===== src/design/srhex_pkg.sv =====
// Shared types, constants and helpers of the S-record text encoder.
`default_nettype none

package srhex_pkg;

    // Record buffer geometry and counter widths.
    localparam int BUF_DEPTH            = 16;
    localparam int BUF_AW               = 4;
    localparam int FILL_W               = 5;
    localparam int POS_W                = 6;
    localparam int CHAR_W               = 7;
    localparam int DEF_BYTES_PER_RECORD = 16;

    // ASCII codes used by the record framing.
    localparam logic [CHAR_W-1:0] ASC_S       = 7'h53;
    localparam logic [CHAR_W-1:0] ASC_0       = 7'h30;
    localparam logic [CHAR_W-1:0] ASC_1       = 7'h31;
    localparam logic [CHAR_W-1:0] ASC_5       = 7'h35;
    localparam logic [CHAR_W-1:0] ASC_9       = 7'h39;
    localparam logic [CHAR_W-1:0] ASC_A       = 7'h41;
    localparam logic [CHAR_W-1:0] ASC_NEWLINE = 7'h0A;

    // Fixed bytes of every record: count field overhead and checksum mask.
    localparam logic [7:0] COUNT_OVERHEAD = 8'h03;
    localparam logic [7:0] BYTE_MASK      = 8'hFF;

    typedef enum logic [1:0] {
        REC_S0 = 2'd0,
        REC_S1 = 2'd1,
        REC_S5 = 2'd2,
        REC_S9 = 2'd3
    } rec_kind_t;

    typedef struct packed {
        logic      load;       // input transfer this cycle
        logic      emit;       // load one character into the output register
        logic      last;       // that character ends the item's output
        rec_kind_t kind;       // record being written
        logic      rec_done;   // S1 record finished: advance address and total
        logic      clear_all;  // stream finished: back to the reset state
    } ctrl_cmd_t;

    typedef struct packed {
        logic hdr_done;
        logic action;          // action of the item being worked on
        logic full_next;       // one more byte completes a record
        logic full;            // buffer holds a complete record
        logic fill_nz;         // buffer holds at least one byte
        logic at_newline;      // current position is the record's newline
        logic out_free;        // output register can take a character
    } ctrl_status_t;

    function automatic logic [CHAR_W-1:0] hex_char(input logic [3:0] nib);
        logic [CHAR_W-1:0] res;
        if (nib < 4'd10) begin
            res = ASC_0 + {3'b000, nib};
        end else begin
            res = ASC_A + {3'b000, nib} - 7'd10;
        end
        return res;
    endfunction

endpackage

`default_nettype wire


===== src/design/srhex_ctrl.sv =====
// Controller state machine that sequences the records of each item.
`default_nettype none

module srhex_ctrl (
    input  wire logic                    aclk,
    input  wire logic                    aresetn,
    input  wire logic                    s_valid,
    input  wire logic                    s_action,
    output logic                         s_ready,
    input  wire srhex_pkg::ctrl_status_t status,
    output srhex_pkg::ctrl_cmd_t         cmd
);
    import srhex_pkg::*;

    typedef enum logic [4:0] {
        ST_IDLE = 5'b00001,
        ST_HDR  = 5'b00010,
        ST_REC1 = 5'b00100,
        ST_REC5 = 5'b01000,
        ST_REC9 = 5'b10000
    } state_t;

    state_t state_reg, state_next;
    logic   rec_end;

    assign s_ready = (state_reg == ST_IDLE);
    assign rec_end = status.out_free && status.at_newline;

    always_comb begin
        state_next    = state_reg;
        cmd.load      = 1'b0;
        cmd.emit      = 1'b0;
        cmd.last      = 1'b0;
        cmd.kind      = REC_S0;
        cmd.rec_done  = 1'b0;
        cmd.clear_all = 1'b0;
        case (state_reg)
            ST_IDLE: begin
                if (s_valid) begin
                    cmd.load = 1'b1;
                    if (!status.hdr_done) begin
                        state_next = ST_HDR;
                    end else if (!s_action) begin
                        state_next = status.full_next ? ST_REC1 : ST_IDLE;
                    end else begin
                        state_next = status.fill_nz ? ST_REC1 : ST_REC5;
                    end
                end
            end
            ST_HDR: begin
                cmd.kind = REC_S0;
                cmd.emit = status.out_free;
                if (rec_end) begin
                    if (!status.action) begin
                        state_next = status.full ? ST_REC1 : ST_IDLE;
                        cmd.last   = !status.full;
                    end else begin
                        state_next = status.fill_nz ? ST_REC1 : ST_REC5;
                    end
                end
            end
            ST_REC1: begin
                cmd.kind = REC_S1;
                cmd.emit = status.out_free;
                if (rec_end) begin
                    cmd.rec_done = 1'b1;
                    cmd.last     = !status.action;
                    state_next   = status.action ? ST_REC5 : ST_IDLE;
                end
            end
            ST_REC5: begin
                cmd.kind = REC_S5;
                cmd.emit = status.out_free;
                if (rec_end) begin
                    state_next = ST_REC9;
                end
            end
            ST_REC9: begin
                cmd.kind = REC_S9;
                cmd.emit = status.out_free;
                if (rec_end) begin
                    cmd.last      = 1'b1;
                    cmd.clear_all = 1'b1;
                    state_next    = ST_IDLE;
                end
            end
            default: begin
                state_next = ST_IDLE;
            end
        endcase
    end

    always_ff @(posedge aclk) begin
        if (!aresetn) begin
            state_reg <= ST_IDLE;
        end else begin
            state_reg <= state_next;
        end
    end

    // The header flag is set at the transfer that starts output, so every
    // record state runs with it set.
    a_busy_has_header: assert property (@(posedge aclk) disable iff (!aresetn)
        (state_reg != ST_IDLE) |-> status.hdr_done)
        else $error("record in progress without header flag");

    // A data record is only written while the buffer holds bytes.
    a_rec1_nonempty: assert property (@(posedge aclk) disable iff (!aresetn)
        (state_reg == ST_REC1) |-> status.fill_nz)
        else $error("S1 record with empty buffer");

    // Leaving a record state to idle always marks the item's final character.
    a_last_on_exit: assert property (@(posedge aclk) disable iff (!aresetn)
        (state_reg != ST_IDLE && state_next == ST_IDLE) |-> cmd.last)
        else $error("item output ended without last flag");

endmodule

`default_nettype wire


===== src/design/srhex_dpath.sv =====
// Datapath: record buffer, stream counters, character generator and output register.
`default_nettype none

module srhex_dpath #(
    parameter int BYTES_PER_RECORD = srhex_pkg::DEF_BYTES_PER_RECORD
) (
    input  wire logic                        aclk,
    input  wire logic                        aresetn,
    input  wire srhex_pkg::ctrl_cmd_t        cmd,
    output srhex_pkg::ctrl_status_t          status,
    input  wire logic                        s_action,
    input  wire logic [7:0]                  s_data_byte,
    input  wire logic                        m_ready,
    output logic                             m_valid,
    output logic [srhex_pkg::CHAR_W-1:0]     m_char_code,
    output logic                             m_last_of_run
);
    import srhex_pkg::*;

    localparam logic [FILL_W:0] BPR_L = (FILL_W+1)'(BYTES_PER_RECORD);

    logic [7:0]        buf_mem [BUF_DEPTH];
    logic [FILL_W-1:0] fill_reg, fill_next;
    logic [15:0]       addr_reg, addr_next;
    logic [15:0]       total_reg, total_next;
    logic              hdr_reg, hdr_next;
    logic [7:0]        sum_reg, sum_next;
    logic              action_reg;
    logic [POS_W-1:0]  pos_reg, pos_next;
    logic              m_valid_reg;
    logic [CHAR_W-1:0] m_char_reg;
    logic              m_last_reg;
    logic [7:0]        buf_rd_reg;

    // Per-record view of the fields.
    logic [FILL_W-1:0] rec_n;
    logic [15:0]       rec_addr;
    logic [7:0]        rec_sum;
    logic [CHAR_W-1:0] type_char;
    logic [7:0]        cnt_byte;
    logic [7:0]        chk_byte;
    logic [POS_W-1:0]  nl_pos;
    logic [POS_W-1:0]  pos_m2;
    logic [POS_W-1:0]  pos_nm2;
    logic [FILL_W-1:0] byte_idx;
    logic [FILL_W-1:0] rd_idx_next;
    logic [7:0]        cur_byte;
    logic [3:0]        cur_nib;
    logic [CHAR_W-1:0] cur_char;
    logic              at_nl;
    logic              out_free;

    always_comb begin
        rec_n     = '0;
        rec_addr  = '0;
        rec_sum   = '0;
        type_char = ASC_0;
        case (cmd.kind)
            REC_S0: begin
                type_char = ASC_0;
            end
            REC_S1: begin
                type_char = ASC_1;
                rec_n     = fill_reg;
                rec_addr  = addr_reg;
                rec_sum   = sum_reg;
            end
            REC_S5: begin
                type_char = ASC_5;
                rec_addr  = total_reg;
            end
            REC_S9: begin
                type_char = ASC_9;
            end
            default: begin
                type_char = ASC_0;
            end
        endcase
    end

    // Character layout: 'S', type digit, count, address, data, checksum as hex
    // pairs, then a newline. The count byte is the data length plus three.
    assign cnt_byte = {3'b000, rec_n} + COUNT_OVERHEAD;
    assign chk_byte = (cnt_byte + rec_addr[15:8] + rec_addr[7:0] + rec_sum) ^ BYTE_MASK;
    assign nl_pos   = {rec_n, 1'b0} + POS_W'(10);
    assign at_nl    = (pos_reg == nl_pos);
    assign pos_m2   = pos_reg - POS_W'(2);
    assign byte_idx = pos_m2[POS_W-1:1];

    // The buffer is read into a register from the next character position, so
    // the registered byte always belongs to the current position.
    assign pos_nm2     = pos_next - POS_W'(2);
    assign rd_idx_next = pos_nm2[POS_W-1:1] - FILL_W'(3);

    always_comb begin
        if (byte_idx == FILL_W'(0)) begin
            cur_byte = cnt_byte;
        end else if (byte_idx == FILL_W'(1)) begin
            cur_byte = rec_addr[15:8];
        end else if (byte_idx == FILL_W'(2)) begin
            cur_byte = rec_addr[7:0];
        end else if (byte_idx == rec_n + FILL_W'(3)) begin
            cur_byte = chk_byte;
        end else begin
            cur_byte = buf_rd_reg;
        end
    end

    assign cur_nib = pos_m2[0] ? cur_byte[3:0] : cur_byte[7:4];

    always_comb begin
        if (pos_reg == POS_W'(0)) begin
            cur_char = ASC_S;
        end else if (pos_reg == POS_W'(1)) begin
            cur_char = type_char;
        end else if (at_nl) begin
            cur_char = ASC_NEWLINE;
        end else begin
            cur_char = hex_char(cur_nib);
        end
    end

    assign out_free = !m_valid_reg || m_ready;

    always_comb begin
        fill_next  = fill_reg;
        addr_next  = addr_reg;
        total_next = total_reg;
        hdr_next   = hdr_reg;
        sum_next   = sum_reg;
        pos_next   = pos_reg;
        if (cmd.load) begin
            hdr_next = 1'b1;
            if (!s_action) begin
                fill_next = fill_reg + FILL_W'(1);
                sum_next  = sum_reg + s_data_byte;
            end
        end
        if (cmd.emit) begin
            pos_next = at_nl ? '0 : pos_reg + POS_W'(1);
        end
        if (cmd.rec_done) begin
            addr_next  = addr_reg + {11'd0, fill_reg};
            total_next = total_reg + 16'd1;
            fill_next  = '0;
            sum_next   = '0;
        end
        if (cmd.clear_all) begin
            fill_next  = '0;
            addr_next  = '0;
            total_next = '0;
            hdr_next   = 1'b0;
            sum_next   = '0;
        end
    end

    always_ff @(posedge aclk) begin
        if (!aresetn) begin
            fill_reg    <= '0;
            addr_reg    <= '0;
            total_reg   <= '0;
            hdr_reg     <= 1'b0;
            sum_reg     <= '0;
            pos_reg     <= '0;
            action_reg  <= 1'b0;
            m_valid_reg <= 1'b0;
        end else begin
            fill_reg   <= fill_next;
            addr_reg   <= addr_next;
            total_reg  <= total_next;
            hdr_reg    <= hdr_next;
            sum_reg    <= sum_next;
            pos_reg    <= pos_next;
            if (cmd.load) begin
                action_reg <= s_action;
            end
            if (cmd.emit) begin
                m_valid_reg <= 1'b1;
            end else if (m_ready) begin
                m_valid_reg <= 1'b0;
            end
        end
    end

    always_ff @(posedge aclk) begin
        if (cmd.load && !s_action) begin
            buf_mem[fill_reg[BUF_AW-1:0]] <= s_data_byte;
        end
        buf_rd_reg <= buf_mem[rd_idx_next[BUF_AW-1:0]];
        if (cmd.emit) begin
            m_char_reg <= cur_char;
            m_last_reg <= cmd.last;
        end
    end

    assign status.hdr_done   = hdr_reg;
    assign status.action     = action_reg;
    assign status.full_next  = ({1'b0, fill_reg} + (FILL_W+1)'(1)) >= BPR_L;
    assign status.full       = {1'b0, fill_reg} >= BPR_L;
    assign status.fill_nz    = (fill_reg != '0);
    assign status.at_newline = at_nl;
    assign status.out_free   = out_free;

    assign m_valid       = m_valid_reg;
    assign m_char_code   = m_char_reg;
    assign m_last_of_run = m_last_reg;

    // The buffer never holds more than one record's worth of bytes.
    a_fill_bound: assert property (@(posedge aclk) disable iff (!aresetn)
        {1'b0, fill_reg} <= BPR_L)
        else $error("record buffer overfilled");

    // The character position never runs past the record's newline while a
    // data record is being written.
    a_pos_bound: assert property (@(posedge aclk) disable iff (!aresetn)
        (cmd.emit && cmd.kind == REC_S1) |-> (pos_reg <= nl_pos))
        else $error("character position beyond newline");

    // A character loaded while the receiver stalls is never overwritten.
    a_no_overwrite: assert property (@(posedge aclk) disable iff (!aresetn)
        (m_valid_reg && !m_ready) |-> !cmd.emit)
        else $error("output register overwritten during stall");

endmodule

`default_nettype wire


===== src/design/srecord_hex_encoder_core.sv =====
// Top level of the S-record (S19) text encoder: controller plus datapath.
//
// Input channel (s_valid/s_ready, s_action, s_data_byte): s_action 0 carries
// one raw byte, s_action 1 ends the stream. Output channel (m_valid/m_ready,
// m_char_code, m_last_of_run): one ASCII character per transfer, with
// m_last_of_run set on the final character caused by an input item.
// The first item after reset produces the S0 header. Each full record of
// BYTES_PER_RECORD bytes is written as an S1 line of 2n+11 characters; an end
// item flushes a partial S1 line, writes S5 and S9 (11 characters each) and
// returns the block to its reset state. Apart from the header, a byte that
// completes no record produces no characters and leaves the block ready.
// After an item's transfer the first character is loaded into the output
// register once it is free; characters then follow one per cycle, set by the
// single output register, while the receiver keeps m_ready high. A new item
// is taken only once the previous item's last character sits in the output
// register, which may still be waiting for the receiver.
// When a character waits and m_ready is low, the output register holds and
// character generation pauses. Reset (aresetn low, synchronous) clears all
// counters, the header flag and the output valid.
`default_nettype none

module srecord_hex_encoder_core #(
    parameter int BYTES_PER_RECORD = srhex_pkg::DEF_BYTES_PER_RECORD
) (
    input  wire logic                        aclk,
    input  wire logic                        aresetn,
    input  wire logic                        s_valid,
    output logic                             s_ready,
    input  wire logic                        s_action,
    input  wire logic [7:0]                  s_data_byte,
    output logic                             m_valid,
    input  wire logic                        m_ready,
    output logic [srhex_pkg::CHAR_W-1:0]     m_char_code,
    output logic                             m_last_of_run
);
    import srhex_pkg::*;

    ctrl_cmd_t    cmd;
    ctrl_status_t status;

    srhex_ctrl u_ctrl (
        .aclk     (aclk),
        .aresetn  (aresetn),
        .s_valid  (s_valid),
        .s_action (s_action),
        .s_ready  (s_ready),
        .status   (status),
        .cmd      (cmd)
    );

    srhex_dpath #(
        .BYTES_PER_RECORD (BYTES_PER_RECORD)
    ) u_dpath (
        .aclk          (aclk),
        .aresetn       (aresetn),
        .cmd           (cmd),
        .status        (status),
        .s_action      (s_action),
        .s_data_byte   (s_data_byte),
        .m_ready       (m_ready),
        .m_valid       (m_valid),
        .m_char_code   (m_char_code),
        .m_last_of_run (m_last_of_run)
    );

endmodule

`default_nettype wire


===== config.mk =====
export PLATFORM = sky130hd
export DESIGN_NAME = srecord_hex_encoder_core
export DESIGN_NICKNAME = d
export VERILOG_FILES = /design/src/design/srhex_pkg.sv /design/src/design/srhex_ctrl.sv /design/src/design/srhex_dpath.sv /design/src/design/srecord_hex_encoder_core.sv
export SDC_FILE = /design/constraint.sdc
export NUM_CORES = 1
export LEC_CHECK = 0
export BUFFER_PORTS_ARGS = -buffer_cell sky130_fd_sc_hd__clkbuf_2
export CORE_UTILIZATION = 50
export CTS_CLUSTER_DIAMETER = 150
export DETAILED_ROUTE_END_ITERATION = 6
export MAX_ROUTING_LAYER = met4
export PLACE_DENSITY = 0.66
export SETUP_SLACK_MARGIN = 0.02
export SYNTH_ARGS = -nofsm -noshare
export SYNTH_HDL_FRONTEND = slang
export SYNTH_HIERARCHICAL = 1
export SYNTH_SLANG_ARGS = --single-unit

===== constraint.sdc =====
create_clock -name aclk -period 11.72 [get_ports aclk]
set_input_delay 0.586 -clock aclk [delete_from_list [all_inputs] [get_ports aclk]]
set_output_delay 0.586 -clock aclk [all_outputs]
set_load 0.05 [all_outputs]

# [Word level (Yosys, flattened, before mapping)]
# Memory sizes are Yosys's and may differ from the RTL's. A register that Yosys moved wholly into a read port is not among the register bits.
# Cells that the tools add are included.
[totals] reg_bits=67 ramBits=128 in_bits=13 out_inout_bits=10 mem_count=1
[classes] add_sub_neg=18 magnitude_cmp=3 eq_ne=18 muxes=42 bitwise_logic=3 n_reduce_logical=17
[memory_table] name="u_dpath.buf_mem" words=16 width=8 rd=1 rd_ports_with_merged_regs=1 write_ports=1 line="srhex_dpath.sv:22" text="logic [7:0] buf_mem [BUF_DEPTH];"
[op_table] operator="$mux W5" n=9
[op_table] operator="$mux W8" n=5
[op_table] operator="$add A8 B8 Y8" n=4
[op_table] operator="$pmux W16 S2" n=1
[op_table] operator="$pmux W7 S4" n=1
[op_table] operator="$pmux W5 S5" n=1
[op_table] operator="$mux W7" n=3
[op_table] operator="$add A16 B1 Y16 const B" n=1
[op_table] operator="$add A16 B5 Y16" n=1
[op_table] operator="$mux W1" n=13
[op_table] operator="$mux W4" n=3
[op_table] operator="$mux W6" n=2
[op_table] operator="$eq A5 B1 Y1 const B" n=2
[op_table] operator="$eq A5 B2 Y1 const B" n=2
[op_table] operator="$ne A2 B1 Y1 const B" n=4
[op_table] operator="$not A8 Y8" n=1
[op_table] operator="$add A6 B4 Y7 const A" n=1
[op_table] operator="$add A7 B4 Y7 const A" n=1
[op_table] operator="$sub A7 B4 Y7 const B" n=1
[op_table] operator="$add A5 B1 Y6 const B" n=1
[op_table] operator="$add A5 B2 Y6 const B" n=1
[op_table] operator="$add A6 B1 Y6 const B" n=1
[op_table] operator="$add A6 B4 Y6 const B" n=1
[op_table] operator="$eq A6 B1 Y1 const B" n=1
[op_table] operator="33 further kinds" n=40

# [Logic depth before layout (Yosys ltp)]
[logic_depth] depth_word=19 ltp_mapped=28 ltp_nobuf=23

# [Hierarchy]
# Netlist, hierarchy kept.
[by_module_without_submodules] mod="srhex_dpath" instances=1 cells_per_inst=845 area_each_um2=10470.0 seq_area_each_um2=5325.1
[by_module_without_submodules] mod="srhex_ctrl" instances=1 cells_per_inst=69 area_each_um2=545.5 seq_area_each_um2=100.1

# [Least setup slack after synthesis]
# No wires, ideal clock.
[synth_timing] kind="reg-to-reg" startpoint="reg u_ctrl.state_reg[3]" endpoint="reg u_dpath.m_char_reg[0] (netlist: u_dpath/m_char_code[0]) (data pin)" setup_time_ns=0.267 t_arrival_ns=5.154 required_time_ns=11.453 path_slack_ns=6.300 path_stages_with_launch=25 n_path_buf=5 path_cell_list="dfxtp_1 -> buf_4 -> and2b_1 -> o21a_1 -> inv_1 -> ha_1 -> buf_6 -> buf_6 -> clkbuf_1 -> clkbuf_1 -> nand2_1 -> fa_1 -> fa_1 -> inv_1 -> ha_1 -> fa_1 -> and3_1 -> o31a_1 -> o21ai_0 -> o211ai_1 -> nor3b_2 -> o31ai_4 -> o2bb2ai_2 -> xnor2_1 -> o221ai_2"
[synth_rtl] element="start: declaration" line="srhex_ctrl.sv:23" text="state_t state_reg, state_next;"
[synth_rtl] element="start signal: assignment" line="srhex_ctrl.sv:97" text="state_reg <= state_next;"
[synth_rtl] element="end signal: assignment" line="srhex_dpath.sv:191" text="m_char_reg <= cur_char;"
[synth_rtl] element="end: declaration" line="srhex_dpath.sv:31" text="logic [CHAR_W-1:0] m_char_reg;"

==> impl.org <==
** Clock network
- CTS Sinks :: roughly 200
- Post-CTS setup-driven buffer insertion count :: 0
- The clock passes through at most 3 buffers.
- CTS tree :: done
- Number of buffers inserted during clock tree synthesis :: 22
- The root buffer cell chosen for the clock tree is sky130_fd_sc_hd__clkbuf_16.
- Post-cts sizing count :: 0
- For the worst-skew pair, the clock arrives at the later sink with an insertion delay of 0.52 ns.
- Clock-pin slew was measured on the worst setup and hold paths at about 0.06 ns.
- For this design, the CTS-stage hold fixing added 0 buffers.
- In this run the number of H-tree levels came out at 1.

** Synth
- Mapped Nets :: slightly below 1,000
- After synthesis the cells add up to ~11,000 µm².
- In the synthesized netlist, the number of instances is 914.
- EDFF count, synth :: between 100 and 150
- Unique masters post-synth :: between 90 and 100
- Top-count cell post-synth :: sky130_fd_sc_hd__edfxtp_1
- Sequential cells were found to cover about half of the synthesized design area.
- Mean area per synthesized cell :: about 12 µm²
- During synthesis, Yosys emitted a total of 6 warnings.
- Area fraction of the dominant cell type after synthesis :: between 30% and 40%
- Async SR Flop Fraction :: 0%
- Most used DFF post-synth :: sky130_fd_sc_hd__edfxtp_1
- Ranked by total cell area, the synthesized netlist is headed by sky130_fd_sc_hd__edfxtp_1 37%, sky130_fd_sc_hd__dfxtp_1 12%, sky130_fd_sc_hd__mux4_2 6.5%.
- Top cells by count, synth :: 136 x sky130_fd_sc_hd__edfxtp_1, 77 x sky130_fd_sc_hd__nor2_1, 67 x sky130_fd_sc_hd__dfxtp_1
- Number of storage elements in the synthesis netlist :: a little over 200
- sky130_fd_sc_hd__edfxtp_1 takes more of the synthesized area than any other cell.

** Routing
- Once detail routing completed, the nets flagged for antenna violations numbered 0.
- Routed wire length per instance :: a little under 20 µm
- The detailed router placed around 7,000 vias in this run.
- Total length of routed wires :: about 24,000 µm
- First-pass iteration count of the detailed router :: 5
- Number of remaining DRC errors :: 0
- In this run, the number of DRC markers left after iteration 0 of detailed routing was between 500 and 600.
- Vias per cell :: 5.77

** Final layout
- Leaving out filler cells and counting taps, the final layout contains between 1,000 and 1,500.
- Largest register FFs :: between 100 and 150
- Registers take between 5000 and 6000 µm².
- Fraction of final layout cells sized beyond drive strength 1 :: between 10% and 20%
- The area growth from synthesis to layout is 8.70%.
- Total inserted antenna cells :: 0
- In the final design database the tool counted ~990 nets.
- Count of fill cells added during filler insertion :: 1,730
- Area used by multi-input combinational logic :: just over 5000 µm²

** Power
- Overall power consumption after layout is estimated at approximately 1.6 mW.
- Combinational logic is responsible for under 10% of the overall power.
- Internal power :: 1.22 mW
- Switching power summed over all nets :: roughly 0.37 mW
- Across the VDD grid, the largest voltage drop is 0.0000892 V.
- Clock power frac :: 42.7%
- Net switching is a little under a quarter of the power.
- Cell leakage power :: approximately 4.5 nW
- Sequential cells account for about half of the total power.
- Power spread over the standard cell area amounts to roughly 130 nW/µm².

** Timing
- Final setup TNS :: 0 ns
- For the finished layout, the period the worst path requires is about 5.9 ns.
- Measured against its own limit, the worst slew margin works out to a little under two fifths.
- At the pin with the least slew margin, the transition time is around 0.94 ns.
- Fmax :: between 150 and 200 MHz
- After layout, the worst path uses between 50% and 60% of the clock period.
- Setup repair after global routing left no endpoint under its margin.
- Final hold violation count :: 0
- For the final database, setup skew stands at between 0.02 and 0.025 ns.
- The number of slew-limit violations in the final report came to 0.
- Final setup viols :: 0

** Min path
- HP Start :: s_valid
- Worst hold-check path type :: input port to flop
- Hold-critical path endpoint :: u_ctrl/state_reg[0]
- Min-Delay Path Depth :: 2

** Worst setup path
- Grouping stages by cell kind, the critical path spends the most delay in adder cells.
- The worst setup path is captured at a flop.
- Among the stages of the critical path, the cell type that occurs most often is sky130_fd_sc_hd__inv_1.
- Crit path buf inv count :: 6
- For the worst setup path, the data required time is approximately 12 ns.
- Longest individual stage delay on the worst path :: ~0.62 ns
- Slowest stage cell, crit path :: sky130_fd_sc_hd__dfxtp_1
- The critical path in this run is classified as flop to flop.
- Capture point of the worst reg-to-reg path :: u_dpath/m_char_code[2]
- Critical register-to-register path startpoint :: u_ctrl/state_reg[2]
- Peak fanout along the critical path :: 14
- STA classifies the critical path startpoint as a flop.
- Traced cell by cell, the critical path runs through xor2_1, and2_1, inv_1, ha_1, inv_1, nor2_1, fa_1, inv_1, fa_1, inv_1, fa_1, and3_1, nor4_1, nor4_1, a221oi_1, o211a_1, clkinv_1, ha_1, inv_1, a21oi_1, a211o_1.
- Reg2Reg Setup Slack :: 5.78 ns
- Count of cells along the worst register-to-register path :: 21
- Arrival time at the worst endpoint :: 6.20 ns

** Die
- The initial utilization of the core area, before any placement, comes to about half.
- The total area inside the core boundary comes to ~21,000 µm².
- Die Span X :: 150 µm
- Ports :: 23
- The die is about 150 µm tall.
- Number of standard-cell rows in the floorplan :: 53
- The die covers roughly 23,000 µm².

** GRT
- The initial antenna violation count came to 0.
- GRT Overall Usage :: 22.5%
- Entering global routing, the biggest net connects 38 pins.
- For this run the aggregate overflow at the end of global routing stands at 0.
- The first global-routing pass estimated approximately 37,000 µm of wire.
- The via count of the first global-routing pass is 6,651.

** Placed design
- Once detailed placement completed, the half-perimeter wirelength came to between 15,000 and 20,000 µm.
- Number of buffer cells added on primary ports :: 22
- Cell count after placement :: between 1,000 and 1,500
- Routability-driven placement finished with a final weighted congestion of roughly 0.9.

** Run status
- Outcome :: finished clean

** Run
- Max-cap violations in this run came to 0.
[cells in the final DEF (no fill, tap or decap), types with 8 or more instances in the layout]
master	n
sky130_fd_sc_hd__mux4_2	32
sky130_fd_sc_hd__a22oi_1	10
sky130_fd_sc_hd__xor2_1	30
sky130_fd_sc_hd__mux2i_1	36
sky130_fd_sc_hd__nor3_1	8
sky130_fd_sc_hd__dfxtp_1	67
sky130_fd_sc_hd__ha_1	42
sky130_fd_sc_hd__fa_1	15
sky130_fd_sc_hd__nand2_1	56
sky130_fd_sc_hd__clkbuf_16	23
sky130_fd_sc_hd__nand3_1	19
sky130_fd_sc_hd__nor2b_1	12
sky130_fd_sc_hd__and2_1	26
sky130_fd_sc_hd__nor2_1	77
sky130_fd_sc_hd__and3_1	17
sky130_fd_sc_hd__inv_1	55
sky130_fd_sc_hd__xnor2_1	30
sky130_fd_sc_hd__a21oi_1	38
sky130_fd_sc_hd__edfxtp_1	136
sky130_fd_sc_hd__o21ai_1	9
sky130_fd_sc_hd__clkbuf_2	22
sky130_fd_sc_hd__o21ai_0	15
sky130_fd_sc_hd__nand2b_1	9
[logic make-up after synthesis]
family                   Yosys count  share of synthesized area [%]
buffers and inverters            107                           4.53
multiplexers                      72                           10.3
AO/OA/AOI/OAI                    140                           9.73
AND/OR/NAND/NOR                  271                           12.9
XOR/XNOR                          64                           5.72
flip-flops                       203                           49.3
adder cells (fa/ha/maj)           57                           7.50
[power groups by stage]
stage | Sequential, mW | Clock (mW) | Combinational, mW
floorplan | 0.801 | 0 | 0.0925
finish | 0.792 | 0.680 | 0.122
detailed placement | 0.807 | 0 | 0.122
CTS | 0.791 | 0.695 | 0.122
global route | 0.793 | 0.724 | 0.134
global placement | 0.807 | 0 | 0.121
[metrics by stage]
stage          hold WS (ns)  instance area, µm²  worst slack (ns)  util (%)
2_1_floorplan         0.436               11000              6.30         -
3_3_place_gp          0.472               11200              5.87      52.8
3_5_place_dp          0.476               11200              5.85      52.8
4_1_cts               0.329               12000              5.82      56.3
5_1_grt               0.337               12000              5.38      56.3
6_report              0.344               12000              5.78      56.3
[metal layers]
| metal | GRT usage [%] | up-vias | part of all wire (%) |
|---|---|---|---|
| met5 | - | - | 0 |
| met4 | 5.86 | 0 | 2.1 |
| met3 | 3.27 | 39 | 5.1 |
| met2 | 32.6 | 182 | 44 |
| met1 | 33.0 | 3433 | 48 |
| li1 | - | 3317 | - |
[worst max-delay path by stage]
| stage | start | endpoint | depth (start not counted) |
|---|---|---|---|
| 2_1_floorplan | u_ctrl/state_reg[3] | u_dpath/m_char_code[0] | 24 |
| 3_3_place_gp | u_ctrl/state_reg[2] | u_dpath/m_char_code[2] | 21 |
| 3_5_place_dp | u_ctrl/state_reg[2] | u_dpath/m_char_code[2] | 21 |
| 4_1_cts | u_ctrl/state_reg[2] | u_dpath/m_char_code[2] | 21 |
| 5_1_grt | u_ctrl/state_reg[2] | u_dpath/m_char_code[2] | 21 |
| 6_report | u_ctrl/state_reg[2] | u_dpath/m_char_code[2] | 21 |
[layout make-up]
| class | instances | area share [%] |
|---|---|---|
| multi-input combinational | 604 | 42.6 |
| clock inverter | 6 | 0.491 |
| timing repair buffer | 28 | 1.30 |
| tap | 275 | 2.87 |
| sequential | 203 | 45.3 |
| clock buffer | 34 | 5.65 |
| inverter | 58 | 1.82 |
[worst reg2reg max path, cell delays in order, from the launching register on]
cell,delay [ns]
sky130_fd_sc_hd__dfxtp_1,0.62
sky130_fd_sc_hd__xor2_1,0.21
sky130_fd_sc_hd__and2_1,0.20
sky130_fd_sc_hd__inv_1,0.10
sky130_fd_sc_hd__ha_1,0.45
sky130_fd_sc_hd__inv_1,0.36
sky130_fd_sc_hd__nor2_1,0.20
sky130_fd_sc_hd__fa_1,0.56
sky130_fd_sc_hd__inv_1,0.05
sky130_fd_sc_hd__fa_1,0.52
sky130_fd_sc_hd__inv_1,0.07
sky130_fd_sc_hd__fa_1,0.46
sky130_fd_sc_hd__and3_1,0.22
sky130_fd_sc_hd__nor4_1,0.24
sky130_fd_sc_hd__nor4_1,0.09
sky130_fd_sc_hd__a221oi_1,0.29
sky130_fd_sc_hd__o211a_1,0.32
sky130_fd_sc_hd__clkinv_1,0.12
sky130_fd_sc_hd__ha_1,0.22
sky130_fd_sc_hd__inv_1,0.09
sky130_fd_sc_hd__a21oi_1,0.05
sky130_fd_sc_hd__a211o_1,0.26
Power figures use the tool's default switching activity.
